$ cat src/lz2d_pkg.sv
// lz2d_pkg: shared constants and types for the 2-D offset LZ image decoder.
// No dependencies; imported by every module of the block.

package lz2d_pkg;

    // default history window (entries of 8 bits)
    localparam int WINDOW_DEPTH_DEF = 4096;

    // front-to-back queue depth
    localparam int Q_DEPTH  = 2;
    localparam int QPTR_W   = $clog2(Q_DEPTH);
    localparam int QCNT_W   = $clog2(Q_DEPTH + 1);

    // input item kinds
    localparam logic [1:0] KIND_BYTE  = 2'd0;
    localparam logic [1:0] KIND_TICK  = 2'd1;
    localparam logic [1:0] KIND_START = 2'd2;

    // stream codes
    localparam logic [7:0]  LONG_LIT_FLAG  = 8'h7F;
    localparam logic [2:0]  LONG_COPY_CODE = 3'd7;
    localparam logic [16:0] COPY_SIZE_BIAS = 17'd3;
    localparam logic [16:0] LIT_SIZE_BIAS  = 17'd1;
    localparam logic [16:0] LEN_BIAS_COPY  = 17'h0A;
    localparam logic [16:0] LEN_BIAS_LIT   = 17'h80;

    // register defaults
    localparam logic [10:0] WIDTH_RST = 11'd640;
    localparam logic [31:0] COUNT_RST = 32'd307200;

    // control bits of one queued pixel operation
    typedef struct packed {
        logic is_copy;   // pixel comes from history
        logic is_err;    // bad back-reference result, pixel 0
        logic last;      // ends the frame
    } op_ctrl_t;

endpackage

$ cat src/lz2d_queue.sv
// lz2d_queue: small FIFO between parser and history stage.
// Uses lz2d_pkg for depth and pointer widths.

module lz2d_queue
    import lz2d_pkg::*;
#(
    parameter int DATA_W = 8
) (
    input  logic              aclk,
    input  logic              aresetn,
    input  logic              wr_valid,
    output logic              wr_ready,
    input  logic [DATA_W-1:0] wr_data,
    output logic              rd_valid,
    input  logic              rd_ready,
    output logic [DATA_W-1:0] rd_data
);

    localparam logic [QPTR_W-1:0] PTR_LAST = QPTR_W'(Q_DEPTH - 1);

    logic [DATA_W-1:0] slot_reg [Q_DEPTH];
    logic [QPTR_W-1:0] wr_ptr_reg, wr_ptr_next;
    logic [QPTR_W-1:0] rd_ptr_reg, rd_ptr_next;
    logic [QCNT_W-1:0] count_reg, count_next;
    logic push, pop;

    assign wr_ready = count_reg != QCNT_W'(Q_DEPTH);
    assign rd_valid = count_reg != '0;
    assign rd_data  = slot_reg[rd_ptr_reg];
    assign push     = wr_valid && wr_ready;
    assign pop      = rd_valid && rd_ready;

    always_comb begin
        wr_ptr_next = wr_ptr_reg;
        rd_ptr_next = rd_ptr_reg;
        count_next  = count_reg;
        if (push) begin
            wr_ptr_next = (wr_ptr_reg == PTR_LAST) ? '0 : wr_ptr_reg + 1'b1;
        end
        if (pop) begin
            rd_ptr_next = (rd_ptr_reg == PTR_LAST) ? '0 : rd_ptr_reg + 1'b1;
        end
        if (push && !pop) begin
            count_next = count_reg + 1'b1;
        end else if (pop && !push) begin
            count_next = count_reg - 1'b1;
        end
    end

    always_ff @(posedge aclk) begin
        if (!aresetn) begin
            wr_ptr_reg <= '0;
            rd_ptr_reg <= '0;
            count_reg  <= '0;
        end else begin
            wr_ptr_reg <= wr_ptr_next;
            rd_ptr_reg <= rd_ptr_next;
            count_reg  <= count_next;
        end
    end

    always_ff @(posedge aclk) begin
        if (push) begin
            slot_reg[wr_ptr_reg] <= wr_data;
        end
    end

endmodule

$ cat config.mk
export PLATFORM = sky130hd
export DESIGN_NAME = lz2d_queue
export DESIGN_NICKNAME = d
export VERILOG_FILES = /design/src/lz2d_pkg.sv /design/src/lz2d_queue.sv
export SDC_FILE = /design/constraint.sdc
export NUM_CORES = 1
export LEC_CHECK = 0
export ABC_AREA = 1
export ABC_CLOCK_PERIOD_IN_PS = 2080
export BUFFER_PORTS_ARGS = -buffer_cell sky130_fd_sc_hd__buf_2
export CAP_MARGIN = 30
export CORE_MARGIN = 10
export CORE_UTILIZATION = 53
export CTS_CLUSTER_DIAMETER = 40
export DETAILED_ROUTE_END_ITERATION = 12
export HOLD_SLACK_MARGIN = 0.15
export PLACE_DENSITY = 0.78
export SLEW_MARGIN = 30
export SYNTH_ARGS = -nofsm -noshare
export SYNTH_HDL_FRONTEND = slang
export SYNTH_SLANG_ARGS = --single-unit
$ cat constraint.sdc
create_clock -name aclk -period 2.08 [get_ports aclk]
set_clock_uncertainty 0.05 [all_clocks]
set_input_delay 0.416 -clock aclk [delete_from_list [all_inputs] [get_ports aclk]]
set_output_delay 0.416 -clock aclk [all_outputs]
set_load 0.1 [all_outputs]
### Yosys cells after proc, flatten, opt, wreduce, memory -nomap -nowiden

Memory sizes are Yosys's and may differ from the RTL's. A register that Yosys moved wholly into a read port is not among the register bits.
Index checks and enable logic that the tools add are counted.

| storage, ports and cells | value |
|---|---|
| flip-flop bits (word level) | 4 |
| memory bits (writable) | 16 |
| bits of input ports | 12 |
| output and inout port bits | 10 |
| memories kept | 1 |

Memories:

| memory | words | width | rd ports | clocked after memory_dff | write ports | line | text |
|---|---|---|---|---|---|---|---|
| slot_reg | 2 | 8 | 1 | 1 | 1 | lz2d_queue.sv:21 | `logic [DATA_W-1:0] slot_reg [Q_DEPTH];` |

| operators by class | value |
|---|---|
| $add $sub $neg | 4 |
| equal/unequal tests | 1 |
| multiplexer cells | 8 |
| reductions and logical operators | 8 |

Operators by type and width:

| kind | number |
|---|---|
| $mux 1 | 6 |
| $logic_and 1x1->1 | 4 |
| $mux 2 | 2 |
| $reduce_bool 2->1 | 2 |
| $add 1x1->1 const B | 2 |
| $add 2x1->2 const B | 1 |
| $logic_not 1->1 | 2 |
| $ne 2x2->1 const B | 1 |
| $sub 2x1->2 const B | 1 |

### Logic depth before layout (Yosys ltp)

Gate-level depths: netlist of the first run.

| depth | value |
|---|---|
| word-level depth | 6 |
| depth in mapped cells | 11 |
| mapped depth without buffers | 11 |

### Least setup slack after synthesis of the first run

Ideal clock, no wire load.

| timing | value |
|---|---|
| kind | reg2reg |
| from | register count_reg[0] |
| to | memory slot_reg[1][0] (enable) |
| setup time | 0.370 ns |
| arrival time | 1.172 ns |
| slack | 0.488 ns |
| stages on the path, launching flop included | 5 |
| path buffers | 0 |
| period minus slack after synthesis | 1.592 ns |
| path through | dfxtp_1 -> inv_2 -> nand2_4 -> nand2_4 -> nor2_1 |

| between the ends | value |
|---|---|
| cells in the longest elaborated chain, start to end | 4 |

Ends and longest elaborated chain:

| what | line | text |
|---|---|---|
| from (decl) | lz2d_queue.sv:24 | `logic [QCNT_W-1:0] count_reg, count_next;` |
| from (signal assigned) | lz2d_queue.sv:58 | `count_reg <= count_next;` |
| $ne 2x2->1 | lz2d_queue.sv:27 | `assign wr_ready = count_reg != QCNT_W'(Q_DEPTH);` |
| net wr_ready | lz2d_queue.sv:12 | `output logic wr_ready,` |
| $logic_and 1x1->1 | lz2d_queue.sv:30 | `assign push = wr_valid && wr_ready;` |
| $mux 1 | lz2d_queue.sv:63 | `if (push) begin` |
| $mux 1 (implied by the code) | lz2d_queue.sv:64 | `slot_reg[wr_ptr_reg] <= wr_data;` |
| to (decl) | lz2d_queue.sv:21 |  |

The timed path passes the listed nets, and every way through them passes these cells.

==> results.sh, run 1 <==
export IMPL_cts_hold_fix_buffers=0
export IMPL_fmaxAchievable_mhz=502
export IMPL_cts_root_buf="clkbuf_4"
export IMPL_die_h_um=59.7
export IMPL_multi_input_area_sq_um=219
export IMPL_critPathRequiredTime_ns=1.61
export IMPL_synthCells=62
export IMPL_synth_cell_types=18
export IMPL_ant_nets=0
export IMPL_antenna_found_initial=0
export IMPL_clock_path_buffers=2
export IMPL_synth_seq_area_share=0.695
export IMPL_coreArea_sq_um=1510
export IMPL_tritoncts="done"
export IMPL_die_area_sq_um=3570
export IMPL_hpwl_um=1100
export IMPL_avgViaCountPerCell=5.08
export IMPL_synth_top_cell_area_share=0.575
export IMPL_syn_nets=75
export IMPL_area_growth_pct=19.5
export IMPL_remaining_drc_errors=0
export IMPL_cp_max_fo=8
export IMPL_hold_viol_final=0
export IMPL_seq_area_sq_um=581
export IMPL_portBuffers=21
export IMPL_maxCapViolCount=0
export IMPL_grtUsageTotal=0.0899
export IMPL_fill_cells=124
export IMPL_crit_chain="mux2_2 > buf_2"
export IMPL_grt_pass1_wl_um=2490
export IMPL_layout_drive_gt1_share=0.466
export IMPL_status="complete, no violations"
export IMPL_syn_area_sq_um=836
export IMPL_fin_setup_tns_ns=0
export IMPL_grt_setup_unrepaired="no"
export IMPL_ys_warn_count=0
export IMPL_via_count=528
export IMPL_tightest_slew_ns=0.492
export IMPL_ctsResizeCount=0
export IMPL_start_kind="flop"
export IMPL_grt_max_degree=13
export IMPL_ys_ff_latch=21
export IMPL_std_cell_rows=14
export IMPL_path_clk_slew_ns=0.11
export IMPL_numClockSinks=21
export IMPL_num_io_pins=22
export IMPL_post_route_period_util=0.957
export IMPL_cts_setup_buffers=0
export IMPL_die_w_um=59.7
export IMPL_cts_htree_levels=1
export IMPL_grt_pass1_vias=563
export IMPL_largest_reg_flops=16
export IMPL_clk_latency_ns=0.30
export IMPL_avgRoutedWirePerCell_um=13.6
export IMPL_finalNetCount=102
export IMPL_setup_worst_path_class="flop to output pin"
export IMPL_min_path_type="input pin to flop"
export IMPL_cp_end_kind="output pin"
export IMPL_diodes=0
export IMPL_routed_wl_um=1420
export IMPL_drt_first_pass_iters=4
export IMPL_cts_buffers=3
export IMPL_worstPathArrival_ns=1.52
export IMPL_synth_top_cells_by_area="edfxtp_1, dfxtp_1, mux2_2"
export IMPL_max_slew_margin=0.674
export IMPL_yosysTopAreaCell="edfxtp_1"
export IMPL_drv_slew=0
export IMPL_start_util=0.555
export IMPL_grt_overflow_total=0
export IMPL_min_period_ns=1.99
export IMPL_drt_iter0_drc=10
export IMPL_synth_area_per_cell_sq_um=13.5
export IMPL_cp_slowest_cell="dfxtp_1"
export IMPL_slowest_delay_ns=0.55
export IMPL_place_congestion=0.775
export IMPL_setup_viol=0
==> worst max-delay path, delay by kind of cell, from the launching register on <==
family / cells / cell delay (ns)
buffers and inverters: 1 / 0.29
flip-flops: 1 / 0.55
multiplexers: 1 / 0.38
==> cells in the final DEF (no fill, tap or decap) <==
cell type and n:
nor2_1 8, clkbuf_4 3, buf_2 21, nand4_1 1
nand3_1 1, dfxtp_1 5, nand2_1 6, ha_1 1
a21oi_1 1, o21ai_1 1, nand2_4 2, clkinv_2 2
buf_4 2, o21ai_0 1, inv_2 1, edfxtp_1 16
nand2_2 1, o21a_2 1, mux2_2 8, inv_1 6
==> worst paths after layout <==
kind              cells after the start         start              to  slack (ns)
setup reg to reg                      5  count_reg[0]  slot_reg[1][6]        0.59
hold / removal                        1    wr_data[2]  slot_reg[0][2]        0.24
setup / recovery                      2          flop      rd_data[1]        0.09
hold reg to reg                       2    rd_ptr_reg            flop        0.45
==> layer usage <==
| metal | track usage | share of wire | vias up |
|---|---|---|---|
| met4 | 0.0481 | 0.012 | 0 |
| met1 | 0.0979 | 0.41 | 244 |
| li1 | - | - | 265 |
| met2 | 0.147 | 0.49 | 17 |
| met3 | 0.0339 | 0.087 | 2 |
| met5 | 0 | 0 | - |
==> Yosys cell counts <==
library cell	n
mux2_2	8
inv_2	1
nand4_1	1
o21ai_1	1
dfxtp_1	5
nor2_1	8
nand2_4	2
a21oi_1	1
clkinv_2	1
inv_1	6
o21ai_0	1
buf_2	1
edfxtp_1	16
nand2_2	1
nand3_1	1
o21a_2	1
nand2_1	6
ha_1	1
==> logic make-up after synthesis <==
group                      share of synthesized area
muxes                                          0.108
DFF                                            0.695
adders and majority gates                     0.0150
AOI/OAI and AO/OA                             0.0284
and+or+nand+nor                                0.111
buffers and inverters                         0.0434
==> metrics by stage <==
stage | setup slack (ns) | hold WS, ns | std cells | cell area [sq um] | utilization
5_1_grt | 0.00158 | 0.233 | 104 | 998 | 0.663
2_1_floorplan | 0.488 | 0.415 | 62 | 836 | -
3_3_place_gp | 0.422 | 0.428 | 100 | 971 | 0.645
6_report | 0.0891 | 0.245 | 104 | 998 | 0.663
4_1_cts | 0.0652 | 0.243 | 104 | 998 | 0.663
3_5_place_dp | 0.399 | 0.431 | 100 | 971 | 0.645
==> area by class of cell <==
class | instances | share of cell area
clock buffer | 3 | 0.0226
clock inverter | 1 | 0.00501
inverter | 8 | 0.0313
multi-input combinational | 32 | 0.219
sequential | 21 | 0.581
tap | 16 | 0.0201
timing repair buffer | 23 | 0.120
Power of run 1 is not shown: default switching activity piles up to over one toggle a cycle in this logic, so the estimate is an artifact.
==> run 2, diff against run 1 <==
- MAX_ROUTING_LAYER: not set -> met4
==> results.sh, run 2 (same netlist as run 1, synthesis figures left out) <==
export IMPL_grtUsageTotal=0.0924
export IMPL_hpwl_um=1100
export IMPL_cts_buffers=3
export IMPL_tritoncts="done"
export IMPL_cts_hold_fix_buffers=0
export IMPL_dp_slack_ns=0.399
export IMPL_die_w_um=59.7
export IMPL_grt_max_degree=13
export IMPL_clock_path_buffers=2
export IMPL_min_period_ns=1.99
export IMPL_grt_setup_unrepaired="no"
export IMPL_portBuffers=21
export IMPL_ant_nets=0
export IMPL_fmaxAchievable_mhz=502
export IMPL_setup_worst_path_class="flop to output pin"
export IMPL_avgViaCountPerCell=5.08
export IMPL_die_h_um=59.7
export IMPL_area_growth_pct=19.5
export IMPL_start_util=0.555
export IMPL_cts_setup_buffers=0
export IMPL_postLayoutCoreUtil=0.663
export IMPL_status="complete, no violations"
export IMPL_grt_pass1_wl_um=2480
export IMPL_setup_viol=0
export IMPL_layout_drive_gt1_share=0.466
export IMPL_std_cell_rows=14
export IMPL_remaining_drc_errors=0
export IMPL_fin_setup_tns_ns=0
export IMPL_cp_max_fo=8
export IMPL_numClockSinks=21
export IMPL_ctsResizeCount=0
export IMPL_post_route_period_util=0.957
export IMPL_drt_iter0_drc=10
export IMPL_largest_reg_flops=16
export IMPL_grt_overflow_total=0
export IMPL_coreArea_sq_um=1510
export IMPL_min_path_type="input pin to flop"
export IMPL_hold_viol_final=0
export IMPL_max_slew_margin=0.674
export IMPL_grt_pass1_vias=563
export IMPL_layout_commonest_cell="buf_2"
export IMPL_antenna_found_initial=0
export IMPL_clk_latency_ns=0.30
export IMPL_tightest_slew_ns=0.492
export IMPL_cts_root_buf="clkbuf_4"
export IMPL_cts_htree_levels=1
export IMPL_avgRoutedWirePerCell_um=13.6
export IMPL_worstPathArrival_ns=1.52
export IMPL_finalNetCount=102
export IMPL_num_io_pins=22
export IMPL_critPathRequiredTime_ns=1.61
export IMPL_drv_slew=0
export IMPL_diodes=0
export IMPL_seq_area_sq_um=581
export IMPL_drt_first_pass_iters=4
export IMPL_path_clk_slew_ns=0.11
export IMPL_start_kind="flop"
export IMPL_cp_end_kind="output pin"
export IMPL_multi_input_area_sq_um=219
export IMPL_layout_common_cells="buf_2, edfxtp_1, mux2_2, nor2_1"
export IMPL_via_count=528
export IMPL_die_area_sq_um=3570
export IMPL_fin_ws_ns=0.0891
export IMPL_maxCapViolCount=0
export IMPL_place_congestion=0.786
export IMPL_fill_cells=124
export IMPL_routed_wl_um=1420
[run 2: final timing paths]
check               startpoint        endpoint  slack, ns  cells after the start
hold reg to reg     rd_ptr_reg            flop       0.45                      2
setup reg to reg  count_reg[0]  slot_reg[1][6]       0.59                      5
setup / recovery          flop      rd_data[1]       0.09                      2
hold / removal      wr_data[2]  slot_reg[0][2]       0.24                      1
[run 2: metal layers]
layer / GRT usage / wire, um / up-vias
li1: - / - / 265
met5: - / 0 / -
met4: 0.0481 / 17 / 0
met3: 0.0339 / 124 / 2
met2: 0.147 / 691 / 17
met1: 0.0979 / 586 / 244
[run 2: final cells by class]
type,count,area share
clock buffers,3,0.0226
clock inverters,1,0.00501
inverters,8,0.0313
multi-input cells,32,0.219
flip-flops and latches,21,0.581
well taps,16,0.0201
repair buffers,23,0.120
[run 2: critical path, cell delays in order, from the launching register on]
cell     delay (ns)
dfxtp_1        0.55
mux2_2         0.38
buf_2          0.29
[run 2: metrics by stage]
step	cells	hold slack [ns]	area, sq um
final	104	0.245	998
after CTS	104	0.243	998
after global routing	104	0.233	998
after detailed placement	100	0.431	971
after floorplan	62	0.415	836
after global placement	100	0.428	971
Power of run 2 is left out for the same reason.
