===== config.mk =====
export PLATFORM = sky130hd
export DESIGN_NAME = lz2d_front
export DESIGN_NICKNAME = d
export VERILOG_FILES = /design/src/lz2d_pkg.sv /design/src/lz2d_front.sv
export SDC_FILE = /design/constraint.sdc
export NUM_CORES = 1
export LEC_CHECK = 0
export CAP_MARGIN = 40
export CORE_MARGIN = 2
export CORE_UTILIZATION = 35
export DETAILED_ROUTE_END_ITERATION = 12
export DONT_BUFFER_PORTS = 1
export GPL_TIMING_DRIVEN = 0
export MAX_ROUTING_LAYER = met4
export PLACE_DENSITY = 0.57
export SLEW_MARGIN = 20
export SYNTH_ARGS = -nofsm -noshare
export SYNTH_HDL_FRONTEND = slang
export SYNTH_SLANG_ARGS = --single-unit

===== constraint.sdc =====
create_clock -name aclk -period 34.1 [get_ports aclk]
set_input_delay 6.82 -clock aclk [delete_from_list [all_inputs] [get_ports aclk]]
set_output_delay 6.82 -clock aclk [all_outputs]
set_load 0.005 [all_outputs]

===== src/lz2d_pkg.sv =====
// lz2d_pkg: shared constants and types for the 2-D offset LZ image decoder.
// No dependencies; imported by every module of the block.

package lz2d_pkg;

    // default history window (entries of 8 bits)
    localparam int WINDOW_DEPTH_DEF = 4096;

    // front-to-back queue depth
    localparam int Q_DEPTH  = 2;
    localparam int QPTR_W   = $clog2(Q_DEPTH);
    localparam int QCNT_W   = $clog2(Q_DEPTH + 1);

    // input item kinds
    localparam logic [1:0] KIND_BYTE  = 2'd0;
    localparam logic [1:0] KIND_TICK  = 2'd1;
    localparam logic [1:0] KIND_START = 2'd2;

    // stream codes
    localparam logic [7:0]  LONG_LIT_FLAG  = 8'h7F;
    localparam logic [2:0]  LONG_COPY_CODE = 3'd7;
    localparam logic [16:0] COPY_SIZE_BIAS = 17'd3;
    localparam logic [16:0] LIT_SIZE_BIAS  = 17'd1;
    localparam logic [16:0] LEN_BIAS_COPY  = 17'h0A;
    localparam logic [16:0] LEN_BIAS_LIT   = 17'h80;

    // register defaults
    localparam logic [10:0] WIDTH_RST = 11'd640;
    localparam logic [31:0] COUNT_RST = 32'd307200;

    // control bits of one queued pixel operation
    typedef struct packed {
        logic is_copy;   // pixel comes from history
        logic is_err;    // bad back-reference result, pixel 0
        logic last;      // ends the frame
    } op_ctrl_t;

endpackage


===== src/lz2d_front.sv =====
// lz2d_front: stream parser. Accepts items, tracks run state and position,
// emits one pixel operation per result into the queue. Uses lz2d_pkg.

module lz2d_front
    import lz2d_pkg::*;
#(
    parameter int WINDOW_DEPTH = WINDOW_DEPTH_DEF,
    parameter int ADDR_W       = $clog2(WINDOW_DEPTH)
) (
    input  logic              aclk,
    input  logic              aresetn,
    input  logic              in_valid,
    output logic              in_ready,
    input  logic [1:0]        kind,
    input  logic [7:0]        data_byte,
    input  logic [10:0]       image_width,
    input  logic [31:0]       pixel_count,
    output logic              op_valid,
    input  logic              op_ready,
    output op_ctrl_t          op_ctrl,
    output logic [7:0]        op_data,
    output logic [ADDR_W-1:0] op_src,
    output logic [ADDR_W-1:0] op_waddr
);

    localparam logic [2:0] PH_FIRST   = 3'd0;
    localparam logic [2:0] PH_FLAG    = 3'd1;
    localparam logic [2:0] PH_LEN_LO  = 3'd2;
    localparam logic [2:0] PH_LEN_HI  = 3'd3;
    localparam logic [2:0] PH_LITERAL = 3'd4;
    localparam logic [2:0] PH_COPY    = 3'd5;
    localparam logic [2:0] PH_DONE    = 3'd6;

    localparam logic [ADDR_W-1:0] ADDR_LAST = ADDR_W'(WINDOW_DEPTH - 1);
    localparam logic signed [33:0] DEPTH_34 = 34'(WINDOW_DEPTH);
    localparam logic signed [ADDR_W+1:0] DEPTH_X = (ADDR_W+2)'(WINDOW_DEPTH);

    logic [2:0]        phase_reg, phase_next;
    logic [31:0]       pixels_done_reg, pixels_done_next;
    logic [ADDR_W-1:0] wpos_reg, wpos_next;
    logic              run_is_copy_reg, run_is_copy_next;
    logic [16:0]       run_remaining_reg, run_remaining_next;
    logic [3:0]        lookback_select_reg, lookback_select_next;
    logic [7:0]        length_low_byte_reg, length_low_byte_next;
    logic [ADDR_W-1:0] copy_src_reg, copy_src_next;

    logic accept;
    logic do_put;
    logic [7:0] put_data;
    logic put_copy;

    // run start inputs (flag phase uses the byte, length phase the saved fields)
    logic              cur_copy;
    logic [3:0]        cur_sel;
    logic [16:0]       flag_size, len_size, cur_size;
    logic signed [13:0] w14, sel14, lb_dist;
    logic signed [33:0] dist34, pd34, end34, pc34;
    logic              bad_ref;
    logic signed [ADDR_W+1:0] src_diff;
    logic [ADDR_W-1:0] src_start;

    // pixel bookkeeping
    logic [32:0] pd_inc;
    logic        put_last;
    logic [16:0] rr_base, rr_after;
    logic [ADDR_W-1:0] wpos_inc, copy_src_inc;

    assign in_ready = op_ready;
    assign accept   = in_valid && in_ready;

    assign flag_size = data_byte[7] ? (17'(data_byte[2:0]) + COPY_SIZE_BIAS)
                                    : (17'(data_byte) + LIT_SIZE_BIAS);
    assign len_size  = {1'b0, data_byte, length_low_byte_reg}
                     + (run_is_copy_reg ? LEN_BIAS_COPY : LEN_BIAS_LIT);
    assign cur_copy  = (phase_reg == PH_FLAG) ? data_byte[7]   : run_is_copy_reg;
    assign cur_sel   = (phase_reg == PH_FLAG) ? data_byte[6:3] : lookback_select_reg;
    assign cur_size  = (phase_reg == PH_FLAG) ? flag_size      : len_size;

    // lookback distance: 1..4, width-3..width+3, 2*width-2..2*width+2
    assign w14   = $signed({3'b000, image_width});
    assign sel14 = $signed({10'd0, cur_sel});
    always_comb begin
        if (cur_sel < 4'd4) begin
            lb_dist = sel14 + 14'sd1;
        end else if (cur_sel < 4'd11) begin
            lb_dist = w14 + sel14 - 14'sd7;
        end else begin
            lb_dist = w14 + w14 + sel14 - 14'sd13;
        end
    end

    assign dist34 = 34'(lb_dist);
    assign pd34   = $signed({2'b00, pixels_done_reg});
    assign pc34   = $signed({2'b00, pixel_count});
    assign end34  = pd34 - dist34 + $signed({17'd0, cur_size});
    assign bad_ref = (dist34 < 34'sd1) || (dist34 > pd34) || (dist34 > DEPTH_34)
                  || (end34 > pc34);

    // source position modulo the window
    assign src_diff  = $signed({2'b00, wpos_reg}) - $signed(dist34[ADDR_W+1:0]);
    assign src_start = (src_diff < 0) ? ADDR_W'(src_diff + DEPTH_X)
                                      : src_diff[ADDR_W-1:0];

    assign wpos_inc     = (wpos_reg == ADDR_LAST) ? '0 : wpos_reg + 1'b1;
    assign copy_src_inc = (copy_src_reg == ADDR_LAST) ? '0 : copy_src_reg + 1'b1;
    assign pd_inc       = {1'b0, pixels_done_reg} + 33'd1;
    assign put_last     = pd_inc >= {1'b0, pixel_count};
    assign rr_base      = (phase_reg == PH_FIRST) ? 17'd1 : run_remaining_reg;
    assign rr_after     = (rr_base != 17'd0) ? rr_base - 17'd1 : rr_base;

    always_comb begin
        phase_next           = phase_reg;
        pixels_done_next     = pixels_done_reg;
        wpos_next            = wpos_reg;
        run_is_copy_next     = run_is_copy_reg;
        run_remaining_next   = run_remaining_reg;
        lookback_select_next = lookback_select_reg;
        length_low_byte_next = length_low_byte_reg;
        copy_src_next        = copy_src_reg;
        do_put   = 1'b0;
        put_copy = 1'b0;
        put_data = data_byte;
        op_valid = 1'b0;
        op_ctrl  = '0;
        op_data  = data_byte;
        op_src   = copy_src_reg;
        op_waddr = wpos_reg;

        if (accept) begin
            case (kind)
                KIND_START: begin
                    phase_next           = PH_FIRST;
                    pixels_done_next     = '0;
                    wpos_next            = '0;
                    run_is_copy_next     = 1'b0;
                    run_remaining_next   = '0;
                    lookback_select_next = '0;
                    length_low_byte_next = '0;
                    copy_src_next        = '0;
                end
                KIND_TICK: begin
                    if (phase_reg == PH_COPY) begin
                        do_put        = 1'b1;
                        put_copy      = 1'b1;
                        copy_src_next = copy_src_inc;
                    end
                end
                KIND_BYTE: begin
                    case (phase_reg)
                        PH_FIRST: begin
                            if (pixel_count != 32'd0) begin
                                do_put = 1'b1;
                            end
                        end
                        PH_LITERAL: begin
                            do_put = 1'b1;
                        end
                        PH_LEN_LO: begin
                            length_low_byte_next = data_byte;
                            phase_next           = PH_LEN_HI;
                        end
                        PH_FLAG, PH_LEN_HI: begin
                            if (phase_reg == PH_FLAG) begin
                                run_is_copy_next = data_byte[7];
                                if (data_byte[7]) begin
                                    lookback_select_next = data_byte[6:3];
                                end
                            end
                            if (phase_reg == PH_FLAG
                                && ((data_byte[7] && data_byte[2:0] == LONG_COPY_CODE)
                                    || data_byte == LONG_LIT_FLAG)) begin
                                phase_next = PH_LEN_LO;
                            end else begin
                                run_remaining_next = cur_size;
                                if (!cur_copy) begin
                                    phase_next = PH_LITERAL;
                                end else if (bad_ref) begin
                                    op_valid           = 1'b1;
                                    op_ctrl.is_err     = 1'b1;
                                    op_ctrl.last       = 1'b1;
                                    run_remaining_next = '0;
                                    phase_next         = PH_DONE;
                                end else begin
                                    copy_src_next = src_start;
                                    phase_next    = PH_COPY;
                                end
                            end
                        end
                        default: begin
                        end
                    endcase
                end
                default: begin
                end
            endcase

            if (do_put) begin
                op_valid           = 1'b1;
                op_ctrl.is_copy    = put_copy;
                op_ctrl.last       = put_last;
                op_data            = put_data;
                pixels_done_next   = pd_inc[31:0];
                wpos_next          = wpos_inc;
                run_remaining_next = rr_after;
                if (put_last) begin
                    phase_next = PH_DONE;
                end else if (rr_after == 17'd0) begin
                    phase_next = PH_FLAG;
                end
            end
        end
    end

    always_ff @(posedge aclk) begin
        if (!aresetn) begin
            phase_reg           <= PH_FIRST;
            pixels_done_reg     <= '0;
            wpos_reg            <= '0;
            run_is_copy_reg     <= 1'b0;
            run_remaining_reg   <= '0;
            lookback_select_reg <= '0;
            length_low_byte_reg <= '0;
            copy_src_reg        <= '0;
        end else begin
            phase_reg           <= phase_next;
            pixels_done_reg     <= pixels_done_next;
            wpos_reg            <= wpos_next;
            run_is_copy_reg     <= run_is_copy_next;
            run_remaining_reg   <= run_remaining_next;
            lookback_select_reg <= lookback_select_next;
            length_low_byte_reg <= length_low_byte_next;
            copy_src_reg        <= copy_src_next;
        end
    end

endmodule


# [After elaboration in Yosys (flattened, before gate mapping)]
# Index checks and enable logic that the tools add are counted.
# W data, S select, Z words.
[totals] reg_bits=89 input_bits=57 word_cells=142
[classes] n_addsub=17 n_mux=65 n_eq_ne=21 order_cmp=8 n_reduce_logical=23
[op_table] operator="$mux W17" n=8
[op_table] operator="$mux W12" n=10
[op_table] operator="$mux W32" n=2
[op_table] operator="$add A12 B1 Y12 const B" n=3
[op_table] operator="$pmux W12 S3" n=1
[op_table] operator="$add A34 B18 Y34" n=1
[op_table] operator="$gt A34 B33 Y1" n=1
[op_table] operator="$pmux W17 S2" n=1
[op_table] operator="$sub A33 B14 Y34" n=1
[op_table] operator="$add A32 B1 Y33 const B" n=1
[op_table] operator="$ge A33 B32 Y1" n=1
[op_table] operator="$gt A14 B33 Y1" n=1
[op_table] operator="$reduce_bool A32 Y1" n=1
[op_table] operator="$mux W14" n=2
[op_table] operator="$eq A12 B12 Y1 const B" n=2
[op_table] operator="$add A16 B8 Y17" n=1
[op_table] operator="$logic_not A17 Y1" n=1
[op_table] operator="$reduce_bool A17 Y1" n=1
[op_table] operator="$sub A17 B1 Y17 const B" n=1
[op_table] operator="$mux W4" n=4
[op_table] operator="$mux W8" n=2
[op_table] operator="$pmux W8 S2" n=1
[op_table] operator="$mux W1" n=15
[op_table] operator="$mux W3" n=5
[op_table] operator="40 further kinds" n=67

# [Longest topological paths before layout]
[depth] word_depth=18 ltp_mapped=39 ltp_nobuf=36

# [Worst setup path before layout]
# No wires, ideal clock.
[synth_timing] path_kind="input to output" from="in data_byte[5]" to="out op_ctrl[0] (netlist name)" path_slack_ns=11.877 stages=34 path_buffers=1 required_ns=27.280 arrival_time_ns=15.403 path_cell_list="clkbuf_1 -> nor2b_1 -> a22o_1 -> ha_1 -> inv_1 -> fa_1 -> nand2b_1 -> a21oi_1 -> o21a_1 -> mux2i_1 -> o21ai_1 -> fa_1 -> ha_1 -> a21oi_1 -> o21ai_0 -> a221oi_1 -> a21boi_0 -> o21a_1 -> o21a_1 -> o21ai_0 -> a21boi_0 -> or4b_2 -> o311ai_0 -> ha_1 -> nand4_1 -> nor4_1 -> o311ai_0 -> nand4_1 -> a221o_1 -> a22oi_1 -> o211ai_1 -> o31ai_4 -> or3_1 -> a211oi_2"
[synth_lines] item="start: declaration" line="lz2d_front.sv:15" rtl="input logic [7:0] data_byte,"
[synth_lines] item="end: declaration" line="lz2d_front.sv:20" rtl="output op_ctrl_t op_ctrl,"

==> flow_metrics.tcl <==
set metrics [dict create \
    syn_to_final_growth_pct 7.37 \
    fmax_mhz 41.0 \
    hp-class "reg -> reg" \
    ir_drop_mv 0.0234 \
    firstDrtPassIters 5 \
    cts.sink_count 89 \
    ys.flop_type "dfxtp_1" \
    fillerInstances 3759 \
    clkSlewWorstSetupHoldPaths_ns 0.08 \
    drive_gt1_frac 0.0409 \
    htreeDepth 3 \
    relSlewSlack 0.415 \
    worst-setup-path-type "in -> out" \
    grt_pass1_vias 12100 \
    fin_hold_ws_ns 0.478 \
    holdBufCountCts 0 \
    initial_core_util 0.356 \
    dp_cells 2175 \
    ys_seq_area_frac 0.140 \
    drv_slew 0 \
    drc 0 \
    syn_avg_cell_area_um2 7.43 \
    ys_top_cells_by_area "ha_1 (19%), dfxtp_1 (14%), xnor2_1 (5.8%)" \
    status "finished, final reports clean" \
    netlist_instances 1709 \
    whs_endpoint "lookback_select_reg[0]" \
    grt_start_max_net_pins 24 \
    die_w_um 194 \
    overflow 0 \
    setup_viol 0 \
    start_kind "input pin" \
    tritoncts "done" \
    wirelength_mm 43.9 \
    min_path_cells 2 \
    cp.required_ns 27.28 \
    antenna_found_initial 0 \
    reg2reg_from "phase_reg[2]" \
    rows 69 \
    cts_buffer_depth 2 \
    synth_seq_cells 89 \
    fin_worst_skew_ns 0.0197 \
    yosys_warnings 0 \
    fin_crit_ns 24.41 \
    grt_usage 0.235 \
    ios 94 \
    regArea_um2 1780 \
    vias 12800 \
    largest_reg_flops 32 \
    postRouteAntennaNets 0 \
    rsz0062_at_grt "false" \
    core_um2 35700 \
    final.period_utilization 0.716 \
    insertion_delay_ns 0.38 \
    ys_async_sr_fraction 0 \
    ys_types 86 \
    worstPathArrival_ns 17.59 \
    final_cell_count_no_fill 2195 \
    die_h_um 194 \
    tns_ns 0 \
    cts-root-buf "clkbuf_16" \
    min_from "lookback_select_reg[0]" \
    timing.critical_path.mode_cell "ha_1" \
    p_leak_nw 5.86 \
    die_area_um2 37800 \
    power_density_nw_per_um2 25.5 \
    hpwl_mm 35.9 \
    cts.repair.resized 0 \
    cp_max_fo 10 \
    gp_congestion 0.964 \
    worstMarginPinSlew_ns 0.873 \
    total_power_mw 0.348 \
    port_buffers 0 \
    timing.rr.end "op_src[11]" \
    final_nets 2001 \
    slowest_delay_ns 0.70 \
    grt_pass1_wl_mm 68.1 \
    dr.first_iter.drc_count 1101 \
    maxCapViolCount 0 \
    synth_top_area_share 0.192 \
    num_antenna_cells 0 \
    r2r_slack_ns 21.80 \
    avgRoutedWirePerCell_um 20.0 \
    slowest_stage "o211ai_1" \
    cts_made_buffers 9 \
    crit_path_end_kind "output port" \
    via_per_inst 5.83 \
    synth_area_um2 12700 \
    cts_setup_buffers 0 \
    multi_input_area_um2 10000 \
    yosysTopAreaCell "ha_1" \
    r2r.worst_path.cells 39 \
    synth_edf_count 0 \
    finalHoldViolations 0 \
    syn_nets 1981 \
]
synthesized netlist by cell type (all sizes together), types with 12 or more instances:
master and n:
nand4 34, dfxtp 89, nand2b 18, clkbuf 53, nor2 159, a21o 42, fa 20, a21oi 145
a21boi 16, o21ai 89, nand3 59, o21a 12, xnor2 84, a22oi 28, o22ai 12, o211ai 16
mux2i 14, nor4 21, a211oi 18, and3 30, or3 14, buf 17, xor2 23, a31oi 17
inv 148, nor2b 20, ha 195, nand2 124, nor3 43
layout by cell type, fill, tap and decap left out, types with 42 or more instances in the layout:
cell type / instances
a21o_1: 42
a21oi_1: 145
clkbuf_1: 53
dfxtp_1: 89
ha_1: 195
inv_1: 148
nand2_1: 124
nand3_1: 58
nor2_1: 158
nor3_1: 43
o21ai_0: 85
xnor2_1: 84
final cells by class:
class                           count  area share
Timing Repair Buffer                9     0.00367
Tap cell                          461      0.0423
Clock buffer                        9      0.0165
Sequential cell                    89       0.131
Multi-Input combinational cell   1400       0.737
Clock inverter                      7     0.00486
Buffer                             70      0.0238
Inverter                          150      0.0413
through the flow:
stage	utilization	setup WS [ns]	instance area (µm²)
after detailed placement	0.374	9.91	13300
after CTS	0.382	9.85	13600
after global placement	0.372	8.66	13300
after global routing	0.382	9.08	13600
final	0.382	9.69	13600
after floorplan	-	11.88	12700
report_power, final:
group	total [mW]	switching, mW	leakage (nW)	internal [mW]
Sequential	0.109	0.00304	0.719	0.106
Clock	0.105	0.0535	0.145	0.0518
Combinational	0.134	0.0827	4.99	0.0513
layer usage:
layer | wire, µm | global-route usage
met1 | 20300 | 0.310
met2 | 19800 | 0.374
met3 | 2450 | 0.0300
met4 | 1320 | 0.0709
met5 | 0 | -
worst max path at each step:
stage	start	endpoint	slack, ns
floorplan	data_byte[5]	op_ctrl[0]	11.88
global placement	data_byte[5]	op_ctrl[0]	8.66
finish	data_byte[5]	op_ctrl[0]	9.69
CTS	data_byte[5]	op_ctrl[0]	9.85
detailed placement	data_byte[5]	op_ctrl[0]	9.91
global route	data_byte[5]	op_ctrl[0]	9.08
critical path: cells and delay by family:
family | cells | cell delay, ns
compound gates | 20 | 5.28
simple gates | 8 | 2.85
buf+inv | 3 | 0.81
fa+ha+maj | 5 | 1.80
cell families after synthesis:
kind of cell,Yosys count,share of synthesized area
and+or+nand+nor,572,0.224
AOI/OAI and AO/OA,490,0.255
buffers and inverters,220,0.0699
adders and majority gates,215,0.224
xor gates and xnor gates,107,0.0738
DFF,89,0.140
muxes,16,0.0131
(Power assumes the default switching activity.)
